### src/hw/rtl/fwsd_pkg.sv
// shared constants, codes, types and the direction pin table of the four wheel drive
`timescale 1ns / 1ps

package fwsd_pkg;

  // defaults for the top level parameters
  localparam int US_PER_MS_DEF  = 1000;
  localparam int COUNT_BITS_DEF = 31;

  // fixed widths
  localparam int WHEELS      = 4;
  localparam int DUTY_W      = 8;
  localparam int TIME_W      = 32;
  localparam int OUT_COUNT_W = 31;
  localparam int DELAY_W     = 16;
  localparam int PINS_W      = 4;

  localparam logic [DELAY_W-1:0] SYNC_DELAY_RESET = 16'd500;
  localparam logic [DUTY_W-1:0]  DUTY_MAX         = 8'd255;

  // action codes
  localparam logic [2:0] ACT_TICK  = 3'd0;
  localparam logic [2:0] ACT_MOVE  = 3'd1;
  localparam logic [2:0] ACT_STOP  = 3'd2;
  localparam logic [2:0] ACT_CLEAR = 3'd3;
  localparam logic [2:0] ACT_SYNC  = 3'd4;

  // direction codes; the two codes above these keep the pins
  localparam logic [2:0] DIR_FWD  = 3'd0;
  localparam logic [2:0] DIR_BACK = 3'd1;
  localparam logic [2:0] DIR_LEFT = 3'd2;
  localparam logic [2:0] DIR_RGHT = 3'd3;
  localparam logic [2:0] DIR_CW   = 3'd4;
  localparam logic [2:0] DIR_CCW  = 3'd5;

  // commands from the drive control to the wheel timer
  typedef struct packed {
    logic       advance;
    logic       tick;
    logic       clear;
    logic [3:0] edges;
    logic [1:0] sel;
  } timer_cmd_t;

  // pin pattern for a direction: backward pins high nibble, forward pins low nibble
  function automatic logic [2*PINS_W-1:0] pin_pattern(input logic [2:0] dir);
    logic [2*PINS_W-1:0] pat;
    unique case (dir)
      DIR_FWD:  pat = {4'h0, 4'hF};
      DIR_BACK: pat = {4'hF, 4'h0};
      DIR_LEFT: pat = {4'h9, 4'h6};
      DIR_RGHT: pat = {4'h6, 4'h9};
      DIR_CW:   pat = {4'hA, 4'h5};
      DIR_CCW:  pat = {4'h5, 4'hA};
      default:  pat = '0;
    endcase
    return pat;
  endfunction

endpackage

### src/hw/rtl/fwsd_wheel_timer.sv
// time base, encoder edge stamping and edge counts of the four wheels
`timescale 1ns / 1ps

module fwsd_wheel_timer #(
  parameter int US_PER_MS  = fwsd_pkg::US_PER_MS_DEF,
  parameter int COUNT_BITS = fwsd_pkg::COUNT_BITS_DEF
) (
  input  logic                                          clk,
  input  logic                                          rst,
  input  fwsd_pkg::timer_cmd_t                          cmd,
  output logic [fwsd_pkg::TIME_W-1:0]                   milli_time,
  output logic [fwsd_pkg::WHEELS-1:0][fwsd_pkg::TIME_W-1:0] edge_period,
  output logic [fwsd_pkg::OUT_COUNT_W-1:0]              average_count,
  output logic [fwsd_pkg::OUT_COUNT_W-1:0]              wheel_count
);
  import fwsd_pkg::*;

  localparam int PRESCALE_W = $clog2(US_PER_MS + 1);
  localparam int SUM_W      = COUNT_BITS + 2;
  localparam int EXT_W      = COUNT_BITS + 33;

  logic [TIME_W-1:0]     micro_time, micro_time_next;
  logic [PRESCALE_W-1:0] milli_prescale, milli_prescale_next, prescale_inc;
  logic [TIME_W-1:0]     milli_time_q, milli_time_next;
  logic [TIME_W-1:0]     last_edge_time [WHEELS];
  logic [TIME_W-1:0]     last_edge_time_next [WHEELS];
  logic [TIME_W-1:0]     period [WHEELS];
  logic [TIME_W-1:0]     period_next [WHEELS];
  logic [COUNT_BITS-1:0] edge_total [WHEELS];
  logic [COUNT_BITS-1:0] edge_total_next [WHEELS];
  logic [SUM_W-1:0]      count_sum;
  logic [EXT_W-1:0]      avg_ext, sel_ext;

  // clocks advance first, then edges are stamped with the new microsecond time
  always_comb begin
    micro_time_next     = micro_time;
    milli_prescale_next = milli_prescale;
    milli_time_next     = milli_time_q;
    prescale_inc        = milli_prescale + PRESCALE_W'(1);
    for (int w = 0; w < WHEELS; w++) begin
      last_edge_time_next[w] = last_edge_time[w];
      period_next[w]         = period[w];
      edge_total_next[w]     = edge_total[w];
    end
    if (cmd.tick) begin
      micro_time_next = micro_time + TIME_W'(1);
      if (prescale_inc == PRESCALE_W'(US_PER_MS)) begin
        milli_prescale_next = '0;
        milli_time_next     = milli_time_q + TIME_W'(1);
      end else begin
        milli_prescale_next = prescale_inc;
      end
      for (int w = 0; w < WHEELS; w++) begin
        if (cmd.edges[w]) begin
          period_next[w]         = micro_time_next - last_edge_time[w];
          last_edge_time_next[w] = micro_time_next;
          if (edge_total[w] != {COUNT_BITS{1'b1}}) begin
            edge_total_next[w] = edge_total[w] + COUNT_BITS'(1);
          end
        end
      end
    end
    if (cmd.clear) begin
      for (int w = 0; w < WHEELS; w++) begin
        edge_total_next[w] = '0;
      end
    end
  end

  // counts as they stand after this word
  always_comb begin
    count_sum = SUM_W'(edge_total_next[0]) + SUM_W'(edge_total_next[1])
              + SUM_W'(edge_total_next[2]) + SUM_W'(edge_total_next[3]);
    avg_ext       = EXT_W'(count_sum >> 2);
    sel_ext       = EXT_W'(edge_total_next[cmd.sel]);
    average_count = avg_ext[OUT_COUNT_W-1:0];
    wheel_count   = sel_ext[OUT_COUNT_W-1:0];
  end

  // current periods and time for the sync compare
  always_comb begin
    milli_time = milli_time_q;
    for (int w = 0; w < WHEELS; w++) begin
      edge_period[w] = period[w];
    end
  end

  always_ff @(posedge clk) begin
    if (rst) begin
      micro_time     <= '0;
      milli_prescale <= '0;
      milli_time_q   <= '0;
      for (int w = 0; w < WHEELS; w++) begin
        last_edge_time[w] <= '0;
        period[w]         <= '0;
        edge_total[w]     <= '0;
      end
    end else if (cmd.advance) begin
      micro_time     <= micro_time_next;
      milli_prescale <= milli_prescale_next;
      milli_time_q   <= milli_time_next;
      for (int w = 0; w < WHEELS; w++) begin
        last_edge_time[w] <= last_edge_time_next[w];
        period[w]         <= period_next[w];
        edge_total[w]     <= edge_total_next[w];
      end
    end
  end

endmodule

### src/hw/rtl/four_wheel_speed_sync_drive.sv
// top level of the four wheel drive: stream handshake, drive pins, duties and speed sync
`timescale 1ns / 1ps

// Four wheel drive with encoder timing. One word is taken every clock as long as the
// result side takes words, and each word gives one result word; a word passes an input
// register and then a result register, and the sustained rate is one word per cycle
// while the result side takes words. Each word's state update (time base, edge stamps
// and counts in the wheel timer, pins and duties here) is done combinationally between
// the two registers. The input word carries the action in s_tuser; the delay register
// for speed sync is written on the cfg channel, which is always ready.
module four_wheel_speed_sync_drive #(
  parameter int US_PER_MS  = fwsd_pkg::US_PER_MS_DEF,
  parameter int COUNT_BITS = fwsd_pkg::COUNT_BITS_DEF
) (
  input  logic                             clk,
  input  logic                             rst,
  input  logic                             s_tvalid,
  output logic                             s_tready,
  // edges [3:0], direction [6:4], duty [14:7], wheel_select [16:15], zero fill above
  input  logic [23:0]                      s_tdata,
  // action [2:0]
  input  logic [2:0]                       s_tuser,
  output logic                             m_tvalid,
  input  logic                             m_tready,
  // forward_pins [3:0], backward_pins [7:4], pwm_front_left [15:8],
  // pwm_front_right [23:16], pwm_back_left [31:24], pwm_back_right [39:32],
  // average_count [70:40], wheel_count [101:71], zero fill above
  output logic [103:0]                     m_tdata,
  input  logic                             cfg_valid,
  output logic                             cfg_ready,
  input  logic [fwsd_pkg::DELAY_W-1:0]     cfg_data
);
  import fwsd_pkg::*;

  // input register
  logic              in_valid;
  logic [2:0]        in_action;
  logic [3:0]        in_edges;
  logic [2:0]        in_dir;
  logic [DUTY_W-1:0] in_duty;
  logic [1:0]        in_sel;
  logic              advance;

  // drive state
  logic [DELAY_W-1:0] sync_delay_ms;
  logic [TIME_W-1:0]  move_start_ms, move_start_ms_next;
  logic [PINS_W-1:0]  fwd_pin_state, fwd_pin_state_next;
  logic [PINS_W-1:0]  bwd_pin_state, bwd_pin_state_next;
  logic [DUTY_W-1:0]  duty_setting [WHEELS];
  logic [DUTY_W-1:0]  duty_setting_next [WHEELS];
  logic [DUTY_W-1:0]  duty_on_pin [WHEELS];
  logic [DUTY_W-1:0]  duty_on_pin_next [WHEELS];
  logic [2*PINS_W-1:0] pat;
  logic [TIME_W-1:0]  elapsed;
  logic               sync_ok;

  // timer link
  timer_cmd_t                        tcmd;
  logic [TIME_W-1:0]                 milli_time;
  logic [WHEELS-1:0][TIME_W-1:0]     edge_period;
  logic [OUT_COUNT_W-1:0]            average_next, wheel_next;

  // result register
  logic [PINS_W-1:0]      out_fwd, out_bwd;
  logic [DUTY_W-1:0]      out_pwm [WHEELS];
  logic [OUT_COUNT_W-1:0] out_avg, out_wheel;

  // handshake: the input register moves on whenever the result register is free or is being taken
  assign advance   = in_valid && (!m_tvalid || m_tready);
  assign s_tready  = !in_valid || advance;
  assign cfg_ready = 1'b1;

  always_ff @(posedge clk) begin
    if (rst) begin
      in_valid <= 1'b0;
    end else if (s_tvalid && s_tready) begin
      in_valid <= 1'b1;
    end else if (advance) begin
      in_valid <= 1'b0;
    end
  end

  always_ff @(posedge clk) begin
    if (s_tvalid && s_tready) begin
      in_action <= s_tuser;
      in_edges  <= s_tdata[3:0];
      in_dir    <= s_tdata[6:4];
      in_duty   <= s_tdata[14:7];
      in_sel    <= s_tdata[16:15];
    end
  end

  // time base and edge counting
  always_comb begin
    tcmd.advance = advance;
    tcmd.tick    = (in_action == ACT_TICK);
    tcmd.clear   = (in_action == ACT_CLEAR);
    tcmd.edges   = in_edges;
    tcmd.sel     = in_sel;
  end

  fwsd_wheel_timer #(
    .US_PER_MS  (US_PER_MS),
    .COUNT_BITS (COUNT_BITS)
  ) u_timer (
    .clk           (clk),
    .rst           (rst),
    .cmd           (tcmd),
    .milli_time    (milli_time),
    .edge_period   (edge_period),
    .average_count (average_next),
    .wheel_count   (wheel_next)
  );

  // move, stop and speed sync
  always_comb begin
    pat                = pin_pattern(in_dir);
    elapsed            = milli_time - move_start_ms;
    sync_ok            = elapsed > TIME_W'(sync_delay_ms);
    move_start_ms_next = move_start_ms;
    fwd_pin_state_next = fwd_pin_state;
    bwd_pin_state_next = bwd_pin_state;
    for (int w = 0; w < WHEELS; w++) begin
      duty_setting_next[w] = duty_setting[w];
      duty_on_pin_next[w]  = duty_on_pin[w];
    end
    unique case (in_action)
      ACT_MOVE: begin
        if (in_dir < 3'd6) begin
          fwd_pin_state_next = pat[PINS_W-1:0];
          bwd_pin_state_next = pat[2*PINS_W-1:PINS_W];
        end
        for (int w = 0; w < WHEELS; w++) begin
          duty_setting_next[w] = in_duty;
          duty_on_pin_next[w]  = in_duty;
        end
        move_start_ms_next = milli_time;
      end
      ACT_STOP: begin
        fwd_pin_state_next = '0;
        bwd_pin_state_next = '0;
        for (int w = 0; w < WHEELS; w++) begin
          duty_on_pin_next[w] = '0;
        end
      end
      ACT_SYNC: begin
        if (sync_ok) begin
          // nudge the other three wheels toward the front left period
          for (int w = 1; w < WHEELS; w++) begin
            if (edge_period[w] > edge_period[0]) begin
              if (duty_setting[w] != DUTY_MAX) begin
                duty_setting_next[w] = duty_setting[w] + DUTY_W'(1);
              end
            end else if (edge_period[w] < edge_period[0]) begin
              if (duty_setting[w] != '0) begin
                duty_setting_next[w] = duty_setting[w] - DUTY_W'(1);
              end
            end
            duty_on_pin_next[w] = duty_setting_next[w];
          end
        end
      end
      default: begin
      end
    endcase
  end

  // drive state and delay register
  always_ff @(posedge clk) begin
    if (rst) begin
      sync_delay_ms <= SYNC_DELAY_RESET;
      move_start_ms <= '0;
      fwd_pin_state <= '0;
      bwd_pin_state <= '0;
      for (int w = 0; w < WHEELS; w++) begin
        duty_setting[w] <= '0;
        duty_on_pin[w]  <= '0;
      end
    end else begin
      if (cfg_valid && cfg_ready) begin
        sync_delay_ms <= cfg_data;
      end
      if (advance) begin
        move_start_ms <= move_start_ms_next;
        fwd_pin_state <= fwd_pin_state_next;
        bwd_pin_state <= bwd_pin_state_next;
        for (int w = 0; w < WHEELS; w++) begin
          duty_setting[w] <= duty_setting_next[w];
          duty_on_pin[w]  <= duty_on_pin_next[w];
        end
      end
    end
  end

  // result register
  always_ff @(posedge clk) begin
    if (rst) begin
      m_tvalid <= 1'b0;
    end else if (advance) begin
      m_tvalid <= 1'b1;
    end else if (m_tready) begin
      m_tvalid <= 1'b0;
    end
  end

  always_ff @(posedge clk) begin
    if (advance) begin
      out_fwd   <= fwd_pin_state_next;
      out_bwd   <= bwd_pin_state_next;
      out_avg   <= average_next;
      out_wheel <= wheel_next;
      for (int w = 0; w < WHEELS; w++) begin
        out_pwm[w] <= duty_on_pin_next[w];
      end
    end
  end

  assign m_tdata = {2'b00, out_wheel, out_avg, out_pwm[3], out_pwm[2], out_pwm[1],
                    out_pwm[0], out_bwd, out_fwd};

  // a stop leaves all pins and driven duties at zero
  a_stop_clears: assert property (@(posedge clk) disable iff (rst)
    advance && in_action == ACT_STOP |=>
      fwd_pin_state == '0 && bwd_pin_state == '0 && out_pwm[0] == '0 &&
      out_pwm[1] == '0 && out_pwm[2] == '0 && out_pwm[3] == '0)
    else $error("stop did not clear pins and duties");

  // clearing counts reports zero counts
  a_clear_counts: assert property (@(posedge clk) disable iff (rst)
    advance && in_action == ACT_CLEAR |=> out_avg == '0 && out_wheel == '0)
    else $error("count clear not reflected in result");

  // speed sync never touches the front left wheel
  a_sync_keeps_fl: assert property (@(posedge clk) disable iff (rst)
    advance && in_action == ACT_SYNC |=>
      duty_on_pin[0] == $past(duty_on_pin[0]) && duty_setting[0] == $past(duty_setting[0]))
    else $error("sync changed front left duty");

endmodule
### config.mk
export PLATFORM = sky130hd
export DESIGN_NAME = four_wheel_speed_sync_drive
export DESIGN_NICKNAME = d
export VERILOG_FILES = /design/src/hw/rtl/fwsd_pkg.sv /design/src/hw/rtl/fwsd_wheel_timer.sv /design/src/hw/rtl/four_wheel_speed_sync_drive.sv
export SDC_FILE = /design/constraint.sdc
export NUM_CORES = 2
export LEC_CHECK = 0
export BUFFER_PORTS_ARGS = -buffer_cell sky130_fd_sc_hd__buf_2
export CAP_MARGIN = 20
export CORE_MARGIN = 2
export CORE_UTILIZATION = 45
export DETAILED_ROUTE_END_ITERATION = 8
export PLACE_DENSITY_LB_ADDON = 0.15
export SLEW_MARGIN = 10
export SYNTH_ARGS = -nofsm -noshare
export SYNTH_HDL_FRONTEND = slang
export SYNTH_SLANG_ARGS = --single-unit
export TNS_END_PERCENT = 50
### constraint.sdc
create_clock -name clk -period 6.35 [get_ports clk]
set_input_delay 1.27 -clock clk [delete_from_list [all_inputs] [get_ports clk]]
set_output_delay 1.27 -clock clk [all_outputs]
set_load 0.02 [all_outputs]
==> reports/summary.txt <==
Final Hold Fails -> 0
WS Path Type -> register to register
worst endpoint required time -> 6.76 ns
mux contribution to synthesized area -> 1.991%
DP Wirelength -> 91.12 mm
cts bufs inserted -> 83
first-pass GRT wire length -> 197.2 mm
switching power -> 3.545 mW
fin util -> 54.81%
Sink Count -> 690
#FFs+latches synth -> 690
compound-cell area share of the yosys netlist -> 13.77%
delay-heaviest family, CP -> compound AO/OA/AOI/OAI gates
top-count cell post-synth -> edfxtp_1
Slew Limit Fails -> 0
CTS tree -> yes
post-synthesis xor/xnor area fraction -> 7.002%
worst path arrival time -> 7.04 ns
crit path time final -> 6.629 ns
cell mode on critical path -> buf_4
Slew headroom -> 27.64%
Layout area overhead -> 21.11%
aggregate global-route resource usage -> 24.30%
1st-iter DRT viols -> 2,424
drt via density -> 5.499
DRC Markers -> 0
via count -> 36,599
layout cells sized above 1 -> 19.71%
total die area -> 0.1028 mm²
final WL -> 126.3 mm
CP max-delay cell -> fa_1
Starting Density -> 45.25%
Boundary Pins -> 155
Main synth FF type -> edfxtp_1
largest net degree at the start of global routing -> 91
Tcrit/Tclk final -> 104.4%
top cell type's share of synthesized area -> 37.14%
failing checks -> setup timing
Placed Cells -> 6,419
CP Max Fanout -> 3
Clock Power Share -> 38.1%
# setup viols final -> 7
crit-path max cell delay -> 0.49 ns
Clock Tree Buf Depth -> 3
setup TNS -> -1.067 ns
synthesized netlist cell count -> 4,712
Critical Path End Type -> register
gr ovfl total -> 0
Multi-input gate area -> 0.02486 mm²
Post-Synthesis Cell Area -> 0.04512 mm²
main combinational cell family by area after synthesis -> simple AND/OR/NAND/NOR gates
Seq/Total Area, Yosys -> 42.99%
Final Skew -> 0.02422 ns
PD cells -> 232.5 mW/mm²
Ys Warns -> 0
non-filler cells in the finished layout -> 6,656
GPL Wtd Cong -> 0.8870
# fillers -> 8,778
Post-Synth Simple-Gate Area -> 18.63%
IO Port Bufs -> 144
Internal -> 9.164 mW
die height -> 320.7 µm
area leader, netlist -> edfxtp_1
Post-synth EDFFs -> 558
fmax -> 150.9 MHz
register area -> 0.01940 mm²
ys async rst share -> 0%
Comb power frac -> 20.1%
core area -> 0.09971 mm²
maxcap violations -> 0
setup ws final -> -0.2791 ns
vias in the first global route -> 35,316
Sw Ratio -> 27.89%
Post-Synth Adder-Cell Area -> 11.21%
Worst setup SP type -> register
status -> finished, violations left
type of the worst min-delay path -> register to register
die span in x -> 320.7 µm
Reg clk slew, reported paths -> 0.06 ns
DR WL/cell -> 18.97 µm
Tot Pwr -> 12.71 mW
DP Worst Slack -> -1.073 ns
clk_lat worst skew -> 0.66 ns
Seq pwr share -> 41.7%
crit path buf inv count -> 7
drt pass-1 iters -> 5
CTS root buf -> clkbuf_16
Nets -> 5,717
initial antenna violation count -> 3
mean post-synth cell area -> 9.576 µm²
unrepaired setup endpoints after global routing -> yes
Lkg Pwr -> 23.26 nW
Post-synth top cells -> edfxtp_1, nor2_1, nand2_1
top cells by area, synth -> edfxtp_1, ha_1, dfxtp_1, nor2_1, xor2_1
worst slew pin tran -> 1.085 ns
Row Count -> 116
Detail Route Antenna Nets -> 0
peak supply drop -> 194.6 µV
htree depth -> 3
Synth cell types -> 115
-- what timing repair did --
item	in CTS	in global routing
hold buffers	0	0
pin swaps	58	106
hold endpoints to repair	0	0
gates resized for setup	107	126
setup buffers	61	27
endpoints found under the setup margin	18	17
-- per-stage QoR --
stage	area [µm²]	hold slack (ns)
finish	54650	0.4523
global route	54650	0.4708
CTS	53890	0.4551
detailed placement	50170	0.4472
global placement	50130	0.4416
floorplan	45130	0.4357
-- per-layer routing --
metal / track usage (%) / part of all wire (%) / wire, µm
met1: 33.69 / 46 / 57950
met3: 2.879 / 5.2 / 6530
met2: 39.67 / 46 / 58360
met5: 0 / 0.021 / 26
met4: 7.606 / 2.7 / 3413
-- flip-flops by register name, indices dropped and copies added (netlist names), 16 cells and up --
register                flops
u_timer.edge_total        124
duty_on_pin                32
out_wheel                  31
out_pwm                    32
out_avg                    31
duty_setting               24
u_timer.milli_time         32
sync_delay_ms              16
u_timer.last_edge_time    128
move_start_ms              32
u_timer.micro_time         32
u_timer.period            128
-- path summary, 6_finish.rpt --
path / startpoint / to / slack [ns] / cells past startpoint
max: u_timer.edge_total[0][1] / out_avg[28] / -0.28 / 36
min: move_start_ms[24] / move_start_ms[24] / 0.45 / 2
max reg2reg: u_timer.edge_total[0][1] / out_avg[28] / -0.28 / 36
min reg2reg: move_start_ms[24] / move_start_ms[24] / 0.45 / 2
-- area by class of cell --
cell class / count / share of cell area, %
diodes: 1 / 0.004579
clock buffers: 105 / 4.105
clock inverters: 50 / 0.8929
inverters: 373 / 2.580
multi-input cells: 3502 / 45.49
flip-flops and latches: 690 / 35.50
well taps: 1298 / 2.972
repair buffers: 637 / 8.458
-- power by group through the flow --
stage	Clock, mW	Combinational [mW]	Sequential [mW]
floorplan	0	1.27	5.48
global placement	0	2.23	5.39
detailed placement	0	2.26	5.39
CTS	4.95	2.38	5.30
global route	5.12	2.80	5.33
finish	4.85	2.56	5.30
-- tightest hold or removal path: cells and delay by family (launching register included) --
kind,cells,cell delay (ns)
AO/OA/AOI/OAI,1,0.05
flip-flops,1,0.31
AND/OR/NAND/NOR,1,0.05
-- cells in the final DEF (no fill, tap or decap), types with 69 or more instances in the layout --
cell type,instances
a21o_1,108
a21oi_1,275
and2_1,91
and3_1,69
buf_2,143
buf_4,463
clkbuf_16,86
dfxtp_1,132
edfxtp_1,558
ha_1,324
inv_1,364
nand2_1,395
nand3_1,130
nand4_1,75
nor2_1,532
nor3_1,146
o21ai_0,156
xnor2_1,160
xor2_1,174
-- kinds of logic after synthesis --
logic type | Yosys count
other | 2
XOR/XNOR | 359
adder cells (fa/ha/maj) | 382
buffers and inverters | 521
multiplexers | 62
flip-flops | 690
AND/OR/NAND/NOR | 1744
AO/OA/AOI/OAI | 952
Power figures use the tool's default switching activity.
